## config.mk

```make
export PLATFORM = sky130hd
export DESIGN_NAME = sdo_ctrl
export DESIGN_NICKNAME = d
export VERILOG_FILES = /design/src/sdo_pkg.sv /design/src/sdo_ctrl.sv
export SDC_FILE = /design/constraint.sdc
export NUM_CORES = 1
export LEC_CHECK = 0
export BUFFER_PORTS_ARGS = -buffer_cell sky130_fd_sc_hd__buf_2
export CORE_ASPECT_RATIO = 1.2
export CORE_MARGIN = 2
export CORE_UTILIZATION = 25
export CTS_CLUSTER_SIZE = 40
export DETAILED_ROUTE_END_ITERATION = 6
export MAX_ROUTING_LAYER = met4
export PLACE_DENSITY = 0.48
export SLEW_MARGIN = 15
export SYNTH_ARGS = -nofsm -noshare
export SYNTH_HDL_FRONTEND = slang
export SYNTH_SLANG_ARGS = --single-unit
```

## constraint.sdc

```tcl
create_clock -name clk_i -period 1.9 [get_ports clk_i]
set_input_delay 0.095 -clock clk_i [delete_from_list [all_inputs] [get_ports clk_i]]
set_output_delay 0.095 -clock clk_i [all_outputs]
set_load 0.005 [all_outputs]
```

## src/sdo_pkg.sv

```systemverilog
// Package: shared types and constants of the SDO server transfer block
`default_nettype none
package sdo_pkg;

  localparam logic [1:0] FUNC_FRAME = 2'd0;
  localparam logic [1:0] FUNC_LOAD  = 2'd1;
  localparam logic [1:0] FUNC_CLEAR = 2'd2;

  localparam logic [1:0] KIND_FRAME = 2'd0;
  localparam logic [1:0] KIND_DATA  = 2'd1;
  localparam logic [1:0] KIND_STAT  = 2'd2;

  localparam logic [2:0] ST_OK       = 3'd0;
  localparam logic [2:0] ST_BAD_CMD  = 3'd1;
  localparam logic [2:0] ST_NO_SIZE  = 3'd2;
  localparam logic [2:0] ST_MISMATCH = 3'd3;
  localparam logic [2:0] ST_FULL     = 3'd4;

  localparam logic [1:0] PH_IDLE = 2'd0;
  localparam logic [1:0] PH_DL   = 2'd1;
  localparam logic [1:0] PH_UL   = 2'd2;

  localparam logic [0:0] REG_SERVE_MODE = 1'd0;

  // controller states, one-hot
  typedef enum logic [5:0] {
    S_IDLE  = 6'b000001,
    S_DEC   = 6'b000010,
    S_DATA  = 6'b000100,
    S_RD    = 6'b001000,
    S_FRAME = 6'b010000,
    S_STAT  = 6'b100000
  } state_e;

  // command from controller to datapath
  typedef struct packed {
    logic capture;   // latch input item
    logic decode;    // evaluate captured item, update session state
    logic rd_issue;  // issue upload store read for byte rd_idx
    logic rd_take;   // store returned read data into frame byte
    logic [2:0] rd_idx;
    logic [2:0] data_idx;
  } cmd_t;

  // plan produced by datapath decode
  typedef struct packed {
    logic [2:0] n_data;   // payload bytes to emit
    logic [2:0] n_rd;     // store bytes to read into the frame
    logic [1:0] rd_base;  // 0: frame byte 4, 1: frame byte 1
    logic       do_frame;
    logic       do_stat;
    logic [2:0] stat;
  } plan_t;

endpackage
`default_nettype wire

```

## src/sdo_ctrl.sv

```systemverilog
// Controller: sequences capture, decode, store reads and result items
`default_nettype none
module sdo_ctrl (
  input  wire logic           clk_i,
  input  wire logic           rst_ni,
  input  wire logic           in_valid_i,
  output logic                in_stall_o,
  output logic                out_valid_o,
  input  wire logic           out_stall_i,
  output logic [1:0]          kind_o,
  output logic                last_o,
  output sdo_pkg::cmd_t       cmd_o,
  input  wire sdo_pkg::plan_t plan_i
);
  sdo_pkg::state_e state_q, state_d;
  logic [2:0] idx_q, idx_d;
  logic take;

  assign take = out_valid_o && !out_stall_i;
  assign in_stall_o = (state_q != sdo_pkg::S_IDLE);

  // next state
  always_comb begin
    state_d = state_q; idx_d = idx_q;
    cmd_o = '0;
    cmd_o.rd_idx = idx_q; cmd_o.data_idx = idx_q;
    out_valid_o = 1'b0; kind_o = sdo_pkg::KIND_FRAME; last_o = 1'b0;
    unique case (state_q)
      sdo_pkg::S_IDLE: begin
        cmd_o.capture = 1'b1;
        if (in_valid_i) state_d = sdo_pkg::S_DEC;
      end
      sdo_pkg::S_DEC: begin
        cmd_o.decode = 1'b1;
        idx_d = '0;
        state_d = sdo_pkg::S_DATA;
      end
      sdo_pkg::S_DATA: begin
        if (idx_q < plan_i.n_data) begin
          out_valid_o = 1'b1; kind_o = sdo_pkg::KIND_DATA;
          last_o = (idx_q + 3'd1 == plan_i.n_data) && !plan_i.do_frame && !plan_i.do_stat;
          if (take) idx_d = idx_q + 3'd1;
        end else begin
          idx_d = '0;
          state_d = sdo_pkg::S_RD;
        end
      end
      sdo_pkg::S_RD: begin
        // one read issued per cycle; its data is written into the frame in the cycle after
        if (idx_q < plan_i.n_rd) begin
          cmd_o.rd_issue = 1'b1;
          idx_d = idx_q + 3'd1;
        end else begin
          state_d = sdo_pkg::S_FRAME;
        end
        cmd_o.rd_take = (idx_q != 3'd0);
      end
      sdo_pkg::S_FRAME: begin
        if (plan_i.do_frame) begin
          out_valid_o = 1'b1;
          last_o = !plan_i.do_stat;
          if (take) state_d = plan_i.do_stat ? sdo_pkg::S_STAT : sdo_pkg::S_IDLE;
        end else begin
          state_d = plan_i.do_stat ? sdo_pkg::S_STAT : sdo_pkg::S_IDLE;
        end
      end
      sdo_pkg::S_STAT: begin
        out_valid_o = 1'b1; kind_o = sdo_pkg::KIND_STAT; last_o = 1'b1;
        if (take) state_d = sdo_pkg::S_IDLE;
      end
      default: state_d = sdo_pkg::S_IDLE;
    endcase
  end

  always_ff @(posedge clk_i or negedge rst_ni) begin
    if (!rst_ni) begin
      state_q <= sdo_pkg::S_IDLE;
      idx_q <= '0;
    end else begin
      state_q <= state_d;
      idx_q <= idx_d;
    end
  end
endmodule
`default_nettype wire

```

==> results of run 1 <==
==> routing by layer <==
layer	up-vias	GRT usage	wire [um]
li1	407	-	-
met1	396	0.1639	1066
met2	33	0.2307	1137
met3	5	0.01969	133
met4	0	0.04573	40
met5	-	-	0
==> sequential cells by signal, summed over array words and instances, names as in the netlist <==
signal,count
state_q,6
idx_q,3
==> cells by family after synthesis <==
| logic type | Yosys count |
|---|---|
| compound gates | 23 |
| xor+xnor | 4 |
| fa+ha+maj | 7 |
| buf+inv | 16 |
| flops | 9 |
| mux | 1 |
| simple gates | 31 |
==> critical path: stages, from the launching register on <==
cell and delay (ps):
dfrtp_2 450, ha_4 310, nand2_4 50, o21ai_4 170, or2_4 180, inv_4 30
a32o_2 260, buf_2 120
==> stage by stage <==
stage / TNS [ps] / power (mW)
floorplan: 0 / 0.8189
global placement: -3.619 / 1.107
detailed placement: -38.32 / 1.116
CTS: -29.92 / 1.317
global route: -188.9 / 1.566
finish: -41.21 / 1.459
==> where the power goes <==
part	leakage, nW	internal [mW]	switching [mW]	total, mW
clock	0.0150	0.0815	0.0832	0.165
sequential	0.119	0.261	0.0837	0.345
combinational	0.485	0.485	0.465	0.949
==> final cells by class <==
class                           instances  area [um2]
Fill cell                             321        1847
Multi-Input combinational cell         66       576.8
Timing Repair Buffer                   42       259.0
Sequential cell                         9       227.7
Inverter                               11       46.29
Tap cell                               36       45.04
Clock buffer                            4       26.28
==> Yosys cell counts <==
cell type,instances
nor4_4,1
a32oi_1,1
a2111oi_0,1
nor3_1,2
dfrtp_1,8
buf_4,3
nor4_1,2
xor2_1,1
o21bai_1,1
nand3_1,1
o21ai_0,5
a21o_1,1
nand2b_1,3
or3_1,1
nor4b_1,1
o32ai_1,1
a32o_1,1
o211a_1,1
and3b_2,1
and2_1,2
dfstp_2,1
xnor2_1,3
inv_1,11
clkbuf_2,2
o22a_2,1
o22ai_1,4
mux2i_1,1
and2b_2,1
ha_1,7
nor3b_1,1
nand3b_2,1
a21oi_1,5
nor2_1,3
nand3b_1,2
or2b_1,1
nand2_1,5
or2_2,1
and3_1,2
a31oi_1,1
==> what timing repair did <==
item,CTS,global route
setup endpoints to repair,6,2
hold buffers,2,0
gates resized for setup,9,15
buffers inserted,0,3
pin swaps,0,8
endpoints found under the hold margin,10,0
==> final timing paths <==
path	start	endpoint	slack, ps
hold reg to reg	idx_q[0]	idx_q[0]	610
setup reg to reg	idx_q[2]	state_q[5]	110
min in group asynchronous	rst_ni	idx_q[2]	200
hold / removal	plan_i[3]	state_q[5]	120
setup / recovery	idx_q[2]	last_o	-40
max in group asynchronous	rst_ni	state_q[0]	1450
==> results.md, run 1 <==
* Total grt overflow at 0
* Total Routing Usage GR at 0.1352
* Peak VDD IR at 0.7116 mV
* Clock transition at the registers of the reported paths at 70 ps
* Post-Synthesis Cell Area at 789.5 um2
* IO Pins at 32
* Worst Setup End Kind: output port
* Post-Syn Instances at 91
* Final nets at 157
* Largest net degree at the start of global routing at 10
* Clock sinks at 9
* Synthesis-stage register bit count at 9
* YS warnings at 0
* Pwr Density at 1235 nW/um2
* Antenna violations before repair at 0
* Count of cell types in the netlist at 39
* Clock buffer count from CTS at 3
* Leakage power at 0.6185 nW
* Failing checks: negative setup slack
* Max Slew Vio Count at 0
* Critical path class: reg2out
* Level count of the clock H-tree at 1
* Hold depth at 3
* Clk_lat worst skew at 270 ps
* # DRC at 0
* Synth Area in Simple Gates at 0.2583
* First-pass GRT wire length at 3.795 mm
* Rel. slew slack at 0.7318
* Leading cell type in the layout, fill and taps excluded: buf_2
* Chip width at 55.30 um
* Synthesis-to-finish area growth at 49.60%
* Commonest non-fill, non-tap cells in the layout: buf_2 (26), buf_4 (13), inv_1 (9)
* Status: complete, but fails checks
* Final Util at 0.3901
* Number of port buffers at 26
* Max Cap Viol at 0
* Setup violators final at 1
* Post-Layout Cell Count at 168
* R2r worst-path depth at 7
* Placed inst area at 1015 um2
* Critical Path Fanout Max at 4
* CP arrival at 1850 ps
* Std-Cell Rows at 22
* Syn nets at 115
* Final wirelength at 2.377 mm
* Wire per inst at 14.15 um
* Clock root buffer master: clkbuf_4
* Vias in the first global route at 816
* Slew @ Worst Pin at 398.6 ps
* Hold Path Class: in2reg
* Place WS at -29.89 ps
* Setup crit start kind: register
* Top cell type by total area after synthesis: dfrtp_1
* ANT cells at 0
* WP data required at 1800 ps
* Post-route ant nets at 0
* Initial DRC Count at 39
* Core Region at 3028 um2
* Period utilization at 1.022
* Initial Utilization at 0.2607
* Mux cell area share after synthesis at 0.01268
* Share of layout cells above drive strength 1 at 0.4773
* Largest family of logic cells by synthesized area: simple AND/OR/NAND/NOR gates
* DRT Pass-1 Iters at 4
* XOR/XNOR Fraction of Synth Area at 0.04437
* Gpl congestion at 0.8106
* Synth Area in Compound Gates at 0.1933
* Chip height at 65.56 um
* Peak Freq at 515.1 MHz
* Worst hold slack at 120.6 ps
* RSZ-0062 raised after global routing: true
* Clock Skew at 2.745 ps
* Via count at 841
* Post-synthesis sequential area ratio at 0.2868
* Syn_area_per_cell at 8.676 um2
* Clock Path Buffers at 2
* Final Hold Vio Count at 0
* Final worst setup slack at -41.21 ps
* Tmin final at 1941 ps
* Vias/cell at 5.006
* Die Area at 3625 um2
* Yosys top cell area share at 0.2536
* Detailed Place HPWL at 1.789 mm
* CTS tree: built
* Adder-Cell Fraction of Synth Area at 0.1109
* Post-Place Cells at 159
* Design Area, Final at 1181 um2
* Synth area leaders: dfrtp_1 (25%), ha_1 (11%), inv_1 (5.2%), dfstp_2 (3.3%), xnor2_1 (3.3%)
(Power assumes the default switching activity.)
==> inputs of run 2 (changes only) <==
--- a/config.mk
+++ b/config.mk
@@ -6,13 +6,15 @@
 export NUM_CORES = 1
 export LEC_CHECK = 0
 export BUFFER_PORTS_ARGS = -buffer_cell sky130_fd_sc_hd__buf_2
+export CELL_PAD_IN_SITES_DETAIL_PLACEMENT = 1
+export CELL_PAD_IN_SITES_GLOBAL_PLACEMENT = 2
 export CORE_ASPECT_RATIO = 1.2
 export CORE_MARGIN = 2
-export CORE_UTILIZATION = 25
+export CORE_UTILIZATION = 24
 export CTS_CLUSTER_SIZE = 40
 export DETAILED_ROUTE_END_ITERATION = 6
 export MAX_ROUTING_LAYER = met4
-export PLACE_DENSITY = 0.48
+export PLACE_DENSITY = 0.74
 export SLEW_MARGIN = 15
 export SYNTH_ARGS = -nofsm -noshare
 export SYNTH_HDL_FRONTEND = slang
==> run 2 against run 1 <==
Effect of this change: the flow still finishes with violations (negative setup slack); sequential power grew 5%; sequential share of layout area down 1.0 points; via count is 2.7% higher; die area is 3.9% higher; wire length grew 4.8%; clock power rose by 2%; power increased by 5.0%; largest cell class unchanged.
==> results.md, run 2 (synthesis results as in run 1) <==
* Core Region at 3110 um2
* Pwr Density at 1222 nW/um2
* Share of layout cells above drive strength 1 at 0.5362
* Leakage power at 0.6630 nW
* Failing checks: negative setup slack
* RSZ-0062 raised after global routing: true
* Setup TNS Final at -51.99 ps
* Clock buffer count from CTS at 3
* Setup violators final at 2
* Critical Path Fanout Max at 4
* Final worst setup slack at -27.80 ps
* Synthesis-to-finish area growth at 58.80%
* Final Hold Vio Count at 0
* Slew @ Worst Pin at 461.1 ps
* Post-route ant nets at 0
* Largest net degree at the start of global routing at 10
* Total Routing Usage GR at 0.1517
* Grt peak-use layer: met2
* R2r worst-path depth at 7
* # DRC at 0
* GR Util met2 at 0.2603
* Initial DRC Count at 10
* Post-layout power at 1.532 mW
* Gpl congestion at 0.7845
* Wire per inst at 14.31 um
* Regs by FF count: state_q: 6 flops, idx_q: 3 flops
* Multi-input gate area at 599.3 um2
* Clock root buffer master: clkbuf_4
* Clock sinks at 9
* Chip height at 66.83 um
* Max Slew Vio Count at 0
* Peak Freq at 518.7 MHz
* Met1 Usage GRT at 0.1698
* Detailed Place HPWL at 1.925 mm
* Level count of the clock H-tree at 1
* Max Cap Viol at 0
* Commonest non-fill, non-tap cells in the layout: buf_2 (26), buf_4 (18), inv_1 (8)
* Worst Setup End Kind: output port
* Rel. slew slack at 0.6898
* Post-Place Cells at 159
* First-pass GRT wire length at 4.140 mm
* CTS tree: built
* Critical path class: reg2out
* Top reg by flops: state_q
* Fillers at 383
* Std-Cell Rows at 22
* Clock Path Buffers at 2
* Leading cell type in the layout, fill and taps excluded: buf_2
* Met3 usage at 0.01942
* Post-Layout Cell Count at 174
* Clk_lat worst skew at 280 ps
* Tmin final at 1928 ps
* ANT cells at 0
* Hold path start: plan_i[3]
* Vias in the first global route at 851
* Status: complete, but fails checks
* Total grt overflow at 0
* Peak VDD IR at 0.5878 mV
* Die Area at 3766 um2
* Setup crit start kind: register
* Hold EP: state_q[5]
* Hold depth at 3
* Hold Path Class: in2reg
* Final wirelength at 2.490 mm
* Number of port buffers at 26
* Vias/cell at 4.966
* Clock transition at the registers of the reported paths at 70 ps
* Design Area, Final at 1254 um2
* Antenna violations before repair at 0
* DRT Pass-1 Iters at 2
* CP arrival at 1830 ps
* R2R Setup Slk at 50 ps
* CP startpoint: idx_q[1]
* Placed inst area at 1015 um2
* Clock Skew at 5.472 ps
* Chip width at 56.36 um
* Final nets at 163
* Via count at 864
* Initial Utilization at 0.2538
* FF-to-FF Start: idx_q[2]
* FF/Latch Area at 229.0 um2
* Period utilization at 1.015
* Worst hold slack at 106.2 ps
* IO Pins at 32
* R2R Path End: idx_q[2]
* Max FFs per register at 6
* WP data required at 1800 ps
[run 2: report_power, final]
part           switching (mW)  internal (mW)
clock                  0.0871         0.0817
combinational           0.470          0.531
sequential             0.0986          0.264
[run 2: repair_timing]
action | in CTS | in global routing
resized for setup | 11 | 17
setup buffers | 2 | 8
cloned | 0 | 0
endpoints found under the setup margin | 9 | 6
hold endpoints to repair | 10 | 0
hold buffers | 2 | 0
pin swaps | 2 | 8
[run 2: worst max-delay path by stage]
stage / to / slack [ps] / depth (start not counted)
CTS: out_valid_o / -10 / 6
global placement: state_q[0] / 50 / 6
global route: last_o / -100 / 8
finish: last_o / -30 / 8
detailed placement: state_q[5] / -80 / 6
floorplan: idx_q[2] / 150 / 6
[run 2: metal layers]
| layer | part of all wire | up-vias | wire, um |
|---|---|---|---|
| li1 | - | 422 | - |
| met1 | 0.42 | 414 | 1052 |
| met2 | 0.51 | 23 | 1276 |
| met3 | 0.039 | 5 | 96 |
| met4 | 0.026 | 0 | 65 |
| met5 | 0 | - | 0 |
[run 2: worst max-delay path: stages, from the launching register on]
cell     delay [ps]
dfrtp_1         400
buf_6           130
ha_4            250
nand2_2          40
o21ai_2         170
or2_4           180
inv_4            40
a32o_1          220
buf_2           120
[run 2: area by class of cell]
type                            instances  area share
Tap cell                               36     0.03593
Inverter                               11     0.03693
Multi-Input combinational cell         66      0.4780
Sequential cell                         9      0.1826
Clock buffer                            4     0.02096
Timing Repair Buffer                   48      0.2455
[run 2: stage by stage]
step / util / setup slack, ps
after floorplan: - / 145.5
after global placement: 0.3262 / 47.18
after detailed placement: 0.3262 / -78.66
after CTS: 0.3632 / -12.65
after global routing: 0.4031 / -96.80
final: 0.4031 / -27.80
